File: src/rtl/core/bounded_change_making_search_macros.svh
// ----------------------------------------------------------------------------
// Bounded change-making search: assertion macros
// Shared assertion wrappers; they compile to nothing in synthesis.
// ----------------------------------------------------------------------------
`ifndef BOUNDED_CHANGE_MAKING_SEARCH_MACROS_SVH
`define BOUNDED_CHANGE_MAKING_SEARCH_MACROS_SVH

`ifndef SYNTHESIS

// Property checked on every rising edge outside of reset.
`define BCMS_ASSERT(lbl, clk, rst_n, prop, msg) \
  lbl: assert property (@(posedge clk) disable iff (!rst_n) prop) \
    else $error(msg);

// Property checked on every rising edge, reset included.
`define BCMS_ASSERT_ALWAYS(lbl, clk, prop, msg) \
  lbl: assert property (@(posedge clk) prop) \
    else $error(msg);

`else

`define BCMS_ASSERT(lbl, clk, rst_n, prop, msg)
`define BCMS_ASSERT_ALWAYS(lbl, clk, prop, msg)

`endif

`endif

File: src/rtl/core/bcms_pkg.sv
// ----------------------------------------------------------------------------
// Bounded change-making search package
// Field widths, request and result types, and the cell control bundle.
// ----------------------------------------------------------------------------
`default_nettype none

package bcms_pkg;

  // Fixed field widths of the request and result channels.
  localparam int VALUE_BITS     = 16;
  localparam int STOCK_BITS     = 4;
  localparam int TARGET_BITS    = 23;
  localparam int INDEX_OUT_BITS = 3;
  localparam int COUNT_OUT_BITS = 4;

  // Default number of coin types that the cell row holds.
  localparam int MAX_TYPES_DEF  = 8;

  // One coin-type request.
  typedef struct packed {
    logic [VALUE_BITS-1:0]  coin_value;
    logic [STOCK_BITS-1:0]  coin_stock;
    logic [TARGET_BITS-1:0] target_amount;
    logic                   last_coin;
  } bcms_in_t;

  // One result per loaded coin type.
  typedef struct packed {
    logic [INDEX_OUT_BITS-1:0] coin_index;
    logic [COUNT_OUT_BITS-1:0] used_count;
    logic                      found;
    logic                      last_result;
  } bcms_out_t;

  // Control from the sequencer to one cell.
  typedef struct packed {
    logic load;    // store this request's type in the cell
    logic active;  // cell holds a type of the current batch
    logic start;   // preset the digit to full stock
    logic step;    // advance the down counter by one
    logic take;    // current combination is the new best
  } cell_ctrl_t;

endpackage

`default_nettype wire

File: src/rtl/core/bcms_cell.sv
// ----------------------------------------------------------------------------
// Bounded change-making search: counter cell
// One digit of the mixed-radix down counter, with the sum and coin-total
// corrections that apply when this digit is the one that decrements.
// ----------------------------------------------------------------------------
`default_nettype none

module bcms_cell import bcms_pkg::*; #(
  parameter int SUM_BITS = 23,
  parameter int TOT_BITS = 7
) (
  input  wire logic                  clk,
  input  wire cell_ctrl_t            ctrl,
  input  wire logic [STOCK_BITS-1:0] load_stock,
  input  wire logic [SUM_BITS-1:0]   load_dsum,
  input  wire logic [TOT_BITS-1:0]   load_dtot,
  input  wire logic                  borrow_in,
  output logic                       borrow_out,
  input  wire logic [SUM_BITS-1:0]   dsum_in,
  output logic [SUM_BITS-1:0]        dsum_out,
  input  wire logic [TOT_BITS-1:0]   dtot_in,
  output logic [TOT_BITS-1:0]        dtot_out,
  output logic [STOCK_BITS-1:0]      best_count
);

  logic [STOCK_BITS-1:0] stock_r;
  logic [SUM_BITS-1:0]   dsum_r;
  logic [TOT_BITS-1:0]   dtot_r;
  logic [STOCK_BITS-1:0] count_r;
  logic [STOCK_BITS-1:0] count_nxt;
  logic [STOCK_BITS-1:0] best_r;
  logic [STOCK_BITS-1:0] eff_stock;
  logic                  nonzero;
  logic                  dec;

  // A cell outside the batch behaves as a digit with no stock.
  assign eff_stock = ctrl.active ? stock_r : '0;
  assign nonzero   = (count_r != '0);

  // This digit decrements when all lower digits sit at zero.
  assign dec        = borrow_in && nonzero;
  assign borrow_out = borrow_in && !nonzero;

  // At most one cell drives its correction onto the chain.
  assign dsum_out = dsum_in | (dec ? dsum_r : '0);
  assign dtot_out = dtot_in | (dec ? dtot_r : '0);

  // Next digit value: preset, decrement, or wrap back to stock.
  always_comb begin
    count_nxt = count_r;
    if (ctrl.start) begin
      count_nxt = eff_stock;
    end else if (ctrl.step && borrow_in) begin
      count_nxt = nonzero ? (count_r - STOCK_BITS'(1)) : eff_stock;
    end
  end

  always_ff @(posedge clk) begin
    if (ctrl.load) begin
      stock_r <= load_stock;
      dsum_r  <= load_dsum;
      dtot_r  <= load_dtot;
    end
    count_r <= count_nxt;
    if (ctrl.take) begin
      best_r <= count_r;
    end
  end

  assign best_count = best_r;

endmodule

`default_nettype wire

File: src/rtl/core/bounded_change_making_search.sv
// ----------------------------------------------------------------------------
// Bounded change-making search
// Exhaustive search for the fewest coins that pay a target exactly.
// ----------------------------------------------------------------------------
// Coin types arrive one request per cycle (value and stock) while loading;
// the request with last_coin set also carries the target and starts the
// search. After the preset state S_START the block visits one combination
// of coin counts per cycle, so it covers a number of combinations equal
// to the product of (stock + 1) over the loaded types. The cell row steps
// the mixed-radix down counter once per cycle while the running value sum
// and coin total are corrected by a single add each. Combinations are visited
// from full stock downward with type 0 as the fastest digit, and the first
// one with the strictly smallest coin total wins. One result per loaded type
// then leaves through an output register, one per cycle when not stalled;
// new requests are taken while the last result is still waiting.
// ----------------------------------------------------------------------------
`default_nettype none

`include "bounded_change_making_search_macros.svh"

module bounded_change_making_search import bcms_pkg::*; #(
  parameter int MAX_TYPES = MAX_TYPES_DEF
) (
  input  wire logic      clk,
  input  wire logic      rst_n,
  input  wire logic      in_valid,
  output logic           in_stall,
  input  wire bcms_in_t  in_data,
  output logic           out_valid,
  input  wire logic      out_stall,
  output bcms_out_t      out_data
);

  localparam int IDX_BITS  = (MAX_TYPES > 1) ? $clog2(MAX_TYPES) : 1;
  localparam int CNT_BITS  = $clog2(MAX_TYPES + 1);
  localparam int SUM_BITS  = VALUE_BITS + STOCK_BITS + $clog2(MAX_TYPES);
  localparam int TOT_BITS  = STOCK_BITS + $clog2(MAX_TYPES);
  localparam int PROD_BITS = VALUE_BITS + STOCK_BITS;
  localparam int CMP_BITS  = (SUM_BITS > TARGET_BITS) ? SUM_BITS : TARGET_BITS;

  typedef enum logic [1:0] {
    S_LOAD,
    S_START,
    S_SEARCH,
    S_EMIT
  } state_t;

  state_t                 state_r;
  logic [CNT_BITS-1:0]    loaded_r;
  logic [SUM_BITS-1:0]    run_sum_r;
  logic [TOT_BITS-1:0]    run_tot_r;
  logic [TARGET_BITS-1:0] target_r;
  logic [SUM_BITS-1:0]    sum_r;
  logic [TOT_BITS-1:0]    tot_r;
  logic [TOT_BITS-1:0]    best_tot_r;
  logic                   found_r;
  logic [IDX_BITS-1:0]    e_r;
  logic                   out_valid_r;
  bcms_out_t              out_data_r;

  logic                   in_acc;
  logic                   room;
  logic                   load_now;
  logic [PROD_BITS-1:0]   prod;
  logic [SUM_BITS-1:0]    load_dsum;
  logic [TOT_BITS-1:0]    load_dtot;
  logic                   hit;
  logic                   done;
  logic                   emit_ok;
  logic                   emit_last;
  logic [STOCK_BITS-1:0]  best_sel;

  cell_ctrl_t             ctrl [MAX_TYPES];
  logic [STOCK_BITS-1:0]  best_count [MAX_TYPES];
  logic                   borrow [MAX_TYPES+1];
  logic [SUM_BITS-1:0]    dsum_chain [MAX_TYPES+1];
  logic [TOT_BITS-1:0]    dtot_chain [MAX_TYPES+1];

  // Request handshake: types are taken only while loading.
  assign in_stall = (state_r != S_LOAD);
  assign in_acc   = in_valid && !in_stall;
  assign room     = (loaded_r < CNT_BITS'(MAX_TYPES));
  assign load_now = in_acc && room;

  // Running full-stock sum and the per-cell corrections stored at load time.
  assign prod      = PROD_BITS'(in_data.coin_value) * PROD_BITS'(in_data.coin_stock);
  assign load_dsum = run_sum_r - SUM_BITS'(in_data.coin_value);
  assign load_dtot = run_tot_r - TOT_BITS'(1);

  // Chain heads: the lowest digit always sees a borrow.
  assign borrow[0]     = 1'b1;
  assign dsum_chain[0] = '0;
  assign dtot_chain[0] = '0;

  // Row of counter cells.
  for (genvar g = 0; g < MAX_TYPES; g++) begin : g_cell
    assign ctrl[g].load   = load_now && (loaded_r[IDX_BITS-1:0] == IDX_BITS'(g));
    assign ctrl[g].active = (CNT_BITS'(g) < loaded_r);
    assign ctrl[g].start  = (state_r == S_START);
    assign ctrl[g].step   = (state_r == S_SEARCH);
    assign ctrl[g].take   = hit;

    bcms_cell #(
      .SUM_BITS (SUM_BITS),
      .TOT_BITS (TOT_BITS)
    ) u_cell (
      .clk        (clk),
      .ctrl       (ctrl[g]),
      .load_stock (in_data.coin_stock),
      .load_dsum  (load_dsum),
      .load_dtot  (load_dtot),
      .borrow_in  (borrow[g]),
      .borrow_out (borrow[g+1]),
      .dsum_in    (dsum_chain[g]),
      .dsum_out   (dsum_chain[g+1]),
      .dtot_in    (dtot_chain[g]),
      .dtot_out   (dtot_chain[g+1]),
      .best_count (best_count[g])
    );
  end

  // Current combination pays exactly and beats the best so far.
  assign hit = (state_r == S_SEARCH)
            && (CMP_BITS'(sum_r) == CMP_BITS'(target_r))
            && (!found_r || (tot_r < best_tot_r));

  // All digits at zero: this is the final combination.
  assign done = borrow[MAX_TYPES];

  // Result selection for the output register.
  assign emit_ok   = !out_valid_r || !out_stall;
  assign emit_last = ((CNT_BITS'(e_r) + CNT_BITS'(1)) == loaded_r);
  assign best_sel  = best_count[e_r];

  // Sequencer, running sums and output register.
  always_ff @(posedge clk) begin
    if (!rst_n) begin
      state_r     <= S_LOAD;
      loaded_r    <= '0;
      run_sum_r   <= '0;
      run_tot_r   <= '0;
      target_r    <= '0;
      sum_r       <= '0;
      tot_r       <= '0;
      best_tot_r  <= '1;
      found_r     <= 1'b0;
      e_r         <= '0;
      out_valid_r <= 1'b0;
    end else begin
      // A taken result empties the output register unless the next one refills it.
      if (out_valid_r && !out_stall && (state_r != S_EMIT)) begin
        out_valid_r <= 1'b0;
      end
      case (state_r)
        S_LOAD: begin
          if (load_now) begin
            run_sum_r <= run_sum_r + SUM_BITS'(prod);
            run_tot_r <= run_tot_r + TOT_BITS'(in_data.coin_stock);
            loaded_r  <= loaded_r + CNT_BITS'(1);
          end
          if (in_acc && in_data.last_coin) begin
            target_r <= in_data.target_amount;
            state_r  <= S_START;
          end
        end
        S_START: begin
          sum_r      <= run_sum_r;
          tot_r      <= run_tot_r;
          run_sum_r  <= '0;
          run_tot_r  <= '0;
          found_r    <= 1'b0;
          best_tot_r <= '1;
          state_r    <= S_SEARCH;
        end
        S_SEARCH: begin
          if (hit) begin
            found_r    <= 1'b1;
            best_tot_r <= tot_r;
          end
          if (done) begin
            e_r     <= '0;
            state_r <= S_EMIT;
          end else begin
            sum_r <= sum_r + dsum_chain[MAX_TYPES];
            tot_r <= tot_r + dtot_chain[MAX_TYPES];
          end
        end
        S_EMIT: begin
          if (emit_ok) begin
            out_valid_r            <= 1'b1;
            out_data_r.coin_index  <= INDEX_OUT_BITS'(e_r);
            out_data_r.used_count  <= found_r ? COUNT_OUT_BITS'(best_sel) : '0;
            out_data_r.found       <= found_r;
            out_data_r.last_result <= emit_last;
            if (emit_last) begin
              loaded_r <= '0;
              state_r  <= S_LOAD;
            end else begin
              e_r <= e_r + IDX_BITS'(1);
            end
          end
        end
        default: begin
          state_r <= S_LOAD;
        end
      endcase
    end
  end

  assign out_valid = out_valid_r;
  assign out_data  = out_data_r;

  // A search always covers at least one loaded type.
  `BCMS_ASSERT(a_search_loaded, clk, rst_n, (state_r == S_SEARCH) |-> (loaded_r != '0), "search with no types loaded")

  // A winning combination is recorded with its coin total.
  `BCMS_ASSERT(a_hit_recorded, clk, rst_n, hit |=> (found_r && (best_tot_r == $past(tot_r))), "best total not recorded")

  // The result index stays inside the loaded batch.
  `BCMS_ASSERT(a_emit_range, clk, rst_n, (state_r == S_EMIT) |-> (CNT_BITS'(e_r) < loaded_r), "result index beyond batch")

  // Reset leaves no result pending and the block loading.
  `BCMS_ASSERT_ALWAYS(a_reset_quiet, clk, !rst_n |=> (!out_valid_r && (state_r == S_LOAD)), "result pending after reset")

endmodule

`default_nettype wire

File: config.mk
export PLATFORM = sky130hd
export DESIGN_NAME = bounded_change_making_search
export DESIGN_NICKNAME = d
export VERILOG_FILES = /design/src/rtl/core/bcms_pkg.sv /design/src/rtl/core/bcms_cell.sv /design/src/rtl/core/bounded_change_making_search.sv
export VERILOG_INCLUDE_DIRS = /design/src /design/src/rtl/core
export SDC_FILE = /design/constraint.sdc
export NUM_CORES = 1
export LEC_CHECK = 0
export BUFFER_PORTS_ARGS = -buffer_cell sky130_fd_sc_hd__buf_4
export CORE_ASPECT_RATIO = 0.6
export CORE_MARGIN = 2
export CORE_UTILIZATION = 30
export CTS_CLUSTER_SIZE = 8
export DETAILED_ROUTE_END_ITERATION = 6
export PLACE_DENSITY = 0.42
export SETUP_SLACK_MARGIN = 0.4
export SLEW_MARGIN = 20
export SYNTH_ARGS = -nofsm -noshare
export SYNTH_HDL_FRONTEND = slang
export SYNTH_SLANG_ARGS = --single-unit
File: constraint.sdc
create_clock -name clk -period 7 [get_ports clk]
set_clock_uncertainty 0.1 [all_clocks]
set_input_delay 0.35 -clock clk [delete_from_list [all_inputs] [get_ports clk]]
set_output_delay 0.35 -clock clk [all_outputs]
set_load 0.05 [all_outputs]
==> results of run 1 <==
cell usage after synthesis (9+ instances only):
master,count
inv_1,148
a21o_1,33
o211ai_1,12
fa_1,49
a221oi_1,29
xor2_1,57
clkbuf_1,60
ha_1,105
a22oi_1,48
o21ai_0,81
nor3_1,28
nor2_1,85
and2_1,76
xnor2_1,51
and3_1,9
a21boi_0,30
nand3_1,56
a222oi_1,30
mux2i_1,18
a31oi_1,14
nand2_1,209
edfxtp_1,345
buf_1,13
nand4_1,9
a21oi_1,74
dfxtp_1,101
nor2b_1,39
nand2b_1,13
o211a_1,11
power breakdown:
part	internal [mW]	switching, mW
sequential	3.69	0.343
clock	1.66	1.17
combinational	1.42	2.67
registers in the layout, summed over array words and instances, names as in the netlist:
| signal | count |
|---|---|
| out_valid | 1 |
| run_tot_r | 7 |
| g_cell.u_cell.best_count | 32 |
| target_r | 23 |
| e_r | 3 |
| g_cell.u_cell.dtot_r | 56 |
| tot_r | 7 |
| g_cell.u_cell.stock_r | 32 |
| loaded_r | 4 |
| found_r | 1 |
| g_cell.u_cell.count_r | 32 |
| best_tot_r | 7 |
| state_r | 2 |
| out_data | 9 |
| run_sum_r | 23 |
| g_cell.u_cell.dsum_r | 184 |
| sum_r | 23 |
final timing paths:
| path | startpoint | end | slack [ns] | depth (start not counted) |
|---|---|---|---|---|
| max | g_cell[0].u_cell.count_r[0]$_DFFE_PP_ | sum_r[22]$_SDFFE_PN0P_ | 1.51 | 19 |
| min | out_stall | out_valid$_SDFF_PN0_ | 0.02 | 3 |
| max reg2reg | g_cell[0].u_cell.count_r[0]$_DFFE_PP_ | sum_r[22]$_SDFFE_PN0P_ | 1.51 | 19 |
| min reg2reg | target_r[12]$_SDFFE_PN0P_ | target_r[12]$_SDFFE_PN0P_ | 0.37 | 2 |
metrics by stage:
| stage | worst slack [ns] | std cells | cell area, um2 |
|---|---|---|---|
| 2_1_floorplan | 2.02 | 1950 | 22600 |
| 3_3_place_gp | 1.66 | 2942 | 24200 |
| 3_5_place_dp | 1.63 | 2942 | 24200 |
| 4_1_cts | 1.58 | 3076 | 26200 |
| 5_1_grt | 1.26 | 3076 | 26200 |
| 6_report | 1.51 | 3076 | 26200 |
final cells by class:
type,count,share of cell area
Clock buffer,109,0.0663
Sequential cell,446,0.472
Multi-Input combinational cell,1276,0.358
Clock inverter,2,0.00191
Inverter,149,0.0213
Tap cell,987,0.0471
Timing Repair Buffer,107,0.0328
per-layer routing:
metal | wire length, um | global-route usage | vias to the layer above
li1 | - | - | 7277
met1 | 35300 | 0.273 | 7598
met2 | 27100 | 0.247 | 352
met3 | 3490 | 0.0305 | 66
met4 | 797 | 0.0273 | 0
met5 | 0 | 0 | -
worst register-to-register path: stages (launching register included):
cell and delay, ns:
edfxtp_1 0.43, inv_1 0.09, ha_1 0.19, or3b_2 0.54, nor4_4 0.49, nand2_1 0.12, nor2_2 0.41, buf_4 0.42
a222oi_1 0.12, nand3_1 0.16, fa_1 0.26, a211oi_1 0.11, o21a_1 0.23, o21ai_1 0.28, a31o_2 0.26, a31oi_1 0.17
o41ai_1 0.45, xor2_1 0.23, mux2i_1 0.21, a21oi_1 0.08
cells by family after synthesis:
kind of cell               count (synthesis)
DFF                                      446
xor gates and xnor gates                 108
and+or+nand+nor                          567
AOI/OAI and AO/OA                        421
adders and majority gates                154
buffers and inverters                    228
muxes                                     26
==> results.json, run 1 <==
{
  "status": "complete, no violations",
  "portBuffers": 58,
  "synth_area_leaders": "edfxtp_1 (46%), dfxtp_1 (9.0%), ha_1 (5.8%), fa_1 (4.3%), nand2_1 (3.5%)",
  "num_io_pins": 59,
  "async_flop_share": 0,
  "drt_first_pass_iters": 5,
  "die_h_um": 216,
  "hold_ws_ns": 0.0241,
  "cts.sinks": 446,
  "min_period_ns": 5.49,
  "cts_setup_buffers": 0,
  "synth-compound-area-share": 0.130,
  "synthFlopType": "edfxtp_1",
  "route.antenna.remaining_nets": 0,
  "crit_type": "flip-flop to flip-flop",
  "fin_nets": 2243,
  "muxShareOfSynthArea": 0.0160,
  "yosys.area_share.simple": 0.123,
  "cts-buffers-inserted": 61,
  "avgViaCountPerCell": 4.97,
  "post-dp-hpwl_mm": 46.5,
  "fp-row-count": 77,
  "ys_seq_area_frac": 0.548,
  "rsz0062_at_grt": "false",
  "setup_violations": 0,
  "path_max_fanout": 22,
  "final_util": 0.354,
  "worstSkewPairLatency_ns": 0.62,
  "first_global_vias": 15358,
  "antenna_found_initial": 5,
  "finalWirelength_mm": 66.7,
  "total_power_mw": 11.0,
  "synthAdderAreaFrac": 0.102,
  "grt_pass1_wl_mm": 100,
  "endpoint_kind": "flip-flop",
  "yosysTopAreaCellShare": 0.459,
  "design.die.area_um2": 77500,
  "layout_common_cells": "edfxtp_1 (345), nand2_1 (209), inv_1 (148)",
  "wl_per_cell_um": 21.7,
  "path_cells": "inv_1, ha_1, or3b_2, nor4_4, nand2_1, nor2_2, buf_4, a222oi_1, nand3_1, fa_1, a211oi_1, o21a_1, o21ai_1, a31o_2, a31oi_1, o41ai_1, xor2_1, mux2i_1, a21oi_1",
  "cts_tree": "yes",
  "synth_xor_area_frac": 0.0419,
  "gr-total-overflow": 0,
  "pwr_density_cell_nw_per_um2": 418,
  "worst_hold_path_type": "input pin to flip-flop",
  "clk_pin_slew_worst_paths_ns": 0.06,
  "period_share": 0.784,
  "syn_avg_cell_area_um2": 11.6,
  "gp_congestion": 0.867,
  "hold_violations": 0,
  "drcViolationCount": 0,
  "seqCellArea_um2": 12400,
  "design.core.area_um2": 74100,
  "tns_ns": 0,
  "critPathSlowestCell": "or3b_2",
  "critPathLaunchType": "flip-flop",
  "clockRootBuffer": "clkbuf_16",
  "drive_gt1_frac": 0.0929,
  "cap_violations": 0,
  "vias": 15293,
  "path_buf_inv": 2,
  "area_delta_synth_final_pct": 16.2,
  "drt_iter0_markers": 1208,
  "p_leak_nw": 10.1,
  "worstPathArrival_ns": 5.84,
  "clock_path_buffers": 3,
  "yosysTopAreaCell": "edfxtp_1",
  "worstMarginPinSlew_ns": 1.04,
  "yosysWarnings": 0,
  "fp.dieW_um": 358,
  "cts_resized": 0,
  "critPathMaxStageDelay_ns": 0.54,
  "final_common_cell": "edfxtp_1",
  "cts-htree-levels": 2,
  "nFillCells": 7300,
  "cts_hold_buf": 23,
  "synth_top_family_by_area": "compound AO/OA/AOI/OAI gates",
  "syn_inst": 1950,
  "cp_top_family": "simple AND/OR/NAND/NOR gates",
  "vdd_drop_max_mv": 0.223,
  "slew_headroom": 0.305,
  "synth-edff-count": 345,
  "cp.required_ns": 7.35,
  "initial_core_util": 0.305,
  "ys_types": 69,
  "grt_max_degree": 57,
  "synth_seq_cells": 446,
  "fmax_ghz": 0.182,
  "num_antenna_cells": 0,
  "multi_input_area_um2": 9400,
  "slew_violations": 0,
  "synth_fp_nets": 2152,
  "syn_area_um2": 22600,
  "gr-usage-all-layers": 0.173
}
No activity file was read; power rests on OpenSTA's default activity.
==> run 2, diff against run 1 <==
--- a/config.mk
+++ b/config.mk
@@ -6,13 +6,14 @@
 export SDC_FILE = /design/constraint.sdc
 export NUM_CORES = 1
 export LEC_CHECK = 0
+export ABC_AREA = 1
 export BUFFER_PORTS_ARGS = -buffer_cell sky130_fd_sc_hd__buf_4
 export CORE_ASPECT_RATIO = 0.6
 export CORE_MARGIN = 2
 export CORE_UTILIZATION = 30
 export CTS_CLUSTER_SIZE = 8
 export DETAILED_ROUTE_END_ITERATION = 6
-export PLACE_DENSITY = 0.42
+export PLACE_DENSITY = 0.44
 export SETUP_SLACK_MARGIN = 0.4
 export SLEW_MARGIN = 20
 export SYNTH_ARGS = -nofsm -noshare
==> constraint.sdc (replaced) <==
create_clock -name clk -period 4.71 [get_ports clk]
set_clock_uncertainty 0.1 [all_clocks]
set_input_delay 0.2355 -clock clk [delete_from_list [all_inputs] [get_ports clk]]
set_output_delay 0.2355 -clock clk [all_outputs]
set_load 0.05 [all_outputs]
==> run 2 against run 1 <==
Net effect:
- clock power increased by 48%
- synthesized area is 1.7% higher
- sequential share of layout area fell by 1.8 points
- via count up 19%
- critical path type unchanged
- largest cell class unchanged
==> results.json, run 2 <==
{
  "async_flop_share": 0,
  "antenna_found_initial": 2,
  "drcViolationCount": 0,
  "design.core.area_um2": 75600,
  "drt_iter0_markers": 2074,
  "yosysWarnings": 0,
  "synthFlopType": "edfxtp_1",
  "yosysMostFrequentCell": "nand2_1",
  "num_io_pins": 59,
  "clock_path_buffers": 3,
  "design.die.area_um2": 78800,
  "clockRootBuffer": "clkbuf_16",
  "synth_seq_cells": 446,
  "status": "complete, no violations",
  "vias": 18133,
  "fmax_ghz": 0.238,
  "pwr_density_cell_nw_per_um2": 653,
  "cts-buffers-inserted": 61,
  "period_share": 0.894,
  "fp-row-count": 78,
  "slew_violations": 0,
  "ys_types": 45,
  "gr-total-overflow": 0,
  "largest_register": "g_cell.u_cell.dsum_r",
  "largest_register_ffs": 184,
  "vdd_drop_max_mv": 0.283,
  "synth_fp_nets": 2565,
  "gr-usage-all-layers": 0.207,
  "wl_per_cell_um": 23.1,
  "yosysTopAreaCell": "edfxtp_1",
  "syn_area_um2": 23000,
  "syn_inst": 2363,
  "seqCellArea_um2": 12400,
  "largestRegisters": "g_cell.u_cell.dsum_r (184), g_cell.u_cell.dtot_r (56)",
  "fin_nets": 2701,
  "slew_headroom": 0.239,
  "fp.dieW_um": 361,
  "ys_seq_area_frac": 0.539,
  "finalWirelength_mm": 82.0,
  "critPathSlowestCell": "edfxtp_1",
  "critPathMaxStageDelay_ns": 0.42,
  "num_antenna_cells": 0,
  "path_cells": "inv_1, ha_2, nand3_4, nand3_1, inv_1, buf_12, buf_4, nand2_1, nand4_1, a221oi_1, nand3_1, ha_1, a21oi_1, nor2_1, nor2_1, nor2_1, nor3_2, buf_4, a21boi_0, buf_4, nand3b_1, nand3_1, nand2_1, a21oi_1",
  "synth_common_cells": "nand2_1 (475), edfxtp_1 (345), inv_1 (307)",
  "cts.sinks": 446,
  "gp_congestion": 0.968,
  "route.antenna.remaining_nets": 0,
  "drive_gt1_frac": 0.110,
  "grt_max_degree": 50,
  "path_buf_inv": 6,
  "grt_pass1_wl_mm": 119,
  "cts_tree": "yes",
  "avgViaCountPerCell": 5.11,
  "cts-htree-levels": 2,
  "crit_end": "sum_r[22]$_SDFFE_PN0P_",
  "rr_startpoint": "g_cell[2].u_cell.count_r[0]$_DFFE_PP_",
  "synth_area_leaders": "edfxtp_1 (45%), dfxtp_1 (8.8%), nand2_1 (7.8%), ha_1 (5.7%), inv_1 (5.0%)",
  "min_period_ns": 4.21,
  "nFillCells": 7594,
  "clk_pin_slew_worst_paths_ns": 0.05,
  "post-dp-hpwl_mm": 58.7,
  "reg2reg_slack_ns": 0.50,
  "cp_top_family": "simple AND/OR/NAND/NOR gates",
  "worst_hold_path_type": "input pin to flip-flop",
  "die_h_um": 218,
  "rr_worst_depth": 24,
  "crit_type": "flip-flop to flip-flop",
  "startpoint": "g_cell[2].u_cell.count_r[0]$_DFFE_PP_",
  "reg2reg_to": "sum_r[22]$_SDFFE_PN0P_",
  "initial_core_util": 0.303,
  "area_delta_synth_final_pct": 18.9,
  "drt_first_pass_iters": 6,
  "p_leak_nw": 10.8,
  "multi_input_area_um2": 9380,
  "synth-edff-count": 345,
  "hold_violations": 0,
  "rsz0062_at_grt": "true",
  "total_power_mw": 17.8,
  "yosysTopAreaCellShare": 0.451,
  "endpoint_kind": "flip-flop",
  "setup_ws_ns": 0.501,
  "first_global_vias": 16890,
  "portBuffers": 58,
  "setup_violations": 0,
  "path_max_fanout": 14,
  "syn_avg_cell_area_um2": 9.71,
  "pre_cts_slack_ns": 0.0248,
  "critPathLaunchType": "flip-flop",
  "cp.required_ns": 5.09,
  "layout_common_cells": "nand2_1 (469), edfxtp_1 (345), inv_1 (307)",
  "worstSkewPairLatency_ns": 0.64,
  "worstMarginPinSlew_ns": 1.13,
  "cap_violations": 0,
  "crit_cells": 24,
  "worstPathArrival_ns": 4.59,
  "final_common_cell": "nand2_1"
}
run 2: cell count changes in the layout (fill, tap and decap cells not counted), sizes merged, moves of 48 or more:
cell   delta
nand2   +266
inv     +168
a21oi   +104
nand3    +98
o21ai    +88
and2     -76
a22oi    -48
run 2: metrics by stage:
step	std cells	area [um2]	hold WS (ns)	TNS, ns	util
5_1_grt	3550	27300	0.0564	0	0.361
4_1_cts	3547	27000	0.0507	0	0.357
3_3_place_gp	3405	25000	0.334	-0.0542	0.330
6_report	3550	27300	0.0840	0	0.361
3_5_place_dp	3405	25000	0.336	0	0.330
2_1_floorplan	2363	23000	0.234	0	-
run 2: cell type report:
cell class / instances / share of cell area
Sequential cell: 446 / 0.454
Tap cell: 1000 / 0.0459
Inverter: 319 / 0.0439
Multi-Input combinational cell: 1520 / 0.344
Clock buffer: 111 / 0.0632
Clock inverter: 3 / 0.00151
Timing Repair Buffer: 151 / 0.0478
run 2: worst min-delay path by stage:
stage	startpoint	end	slack (ns)	depth (start not counted)
finish	in_data[26]	g_cell[0].u_cell.stock_r[2]$_DFFE_PP_	0.08	2
global route	in_data[26]	g_cell[0].u_cell.stock_r[2]$_DFFE_PP_	0.06	2
CTS	in_data[26]	g_cell[0].u_cell.stock_r[2]$_DFFE_PP_	0.05	2
detailed placement	g_cell[2].u_cell.count_r[3]$_DFFE_PP_	g_cell[2].u_cell.best_count[3]$_DFFE_PP_	0.34	0
global placement	g_cell[2].u_cell.count_r[1]$_DFFE_PP_	g_cell[2].u_cell.best_count[1]$_DFFE_PP_	0.33	0
floorplan	in_data[24]	g_cell[0].u_cell.stock_r[0]$_DFFE_PP_	0.23	0
run 2: layer usage:
metal,up-vias,track usage,part of all wire
met5,-,0,0
met4,0,0.0410,0.015
met3,76,0.0478,0.085
met2,670,0.260,0.36
met1,8995,0.344,0.54
li1,8392,-,-
run 2: cell families after synthesis:
family	count (synthesis)	synth area share
buf+inv	397	0.0662
fa+ha+maj	154	0.100
xor+xnor	56	0.0214
simple gates	854	0.161
compound gates	456	0.112
flops	446	0.539
run 2: report_power, final:
part	total [mW]	switching, mW	internal, mW
sequential	6.15	0.625	5.52
combinational	7.50	5.16	2.34
clock	4.17	1.74	2.43
total	17.8	7.52	10.3
run 2: timing repair:
| item | 4_1_cts | 5_1_grt |
|---|---|---|
| gates cloned | 0 | 0 |
| endpoints found under the hold margin | 41 | 0 |
| setup endpoints to repair | 5 | 21 |
| setup buffers | 0 | 3 |
| hold buffers | 28 | 0 |
| pin swaps | 2 | 15 |
| gates resized for setup | 5 | 54 |
run 2: worst reg2reg max path: stages (launching register included):
cell      delay, ns
edfxtp_1       0.42
inv_1          0.10
ha_2           0.21
nand3_4        0.12
nand3_1        0.14
inv_1          0.08
buf_12         0.15
buf_4          0.20
nand2_1        0.12
nand4_1        0.10
a221oi_1       0.23
nand3_1        0.19
ha_1           0.39
a21oi_1        0.20
nor2_1         0.06
nor2_1         0.15
nor2_1         0.08
nor3_2         0.24
buf_4          0.15
a21boi_0       0.18
buf_4          0.14
nand3b_1       0.09
nand3_1        0.07
nand2_1        0.08
a21oi_1        0.06
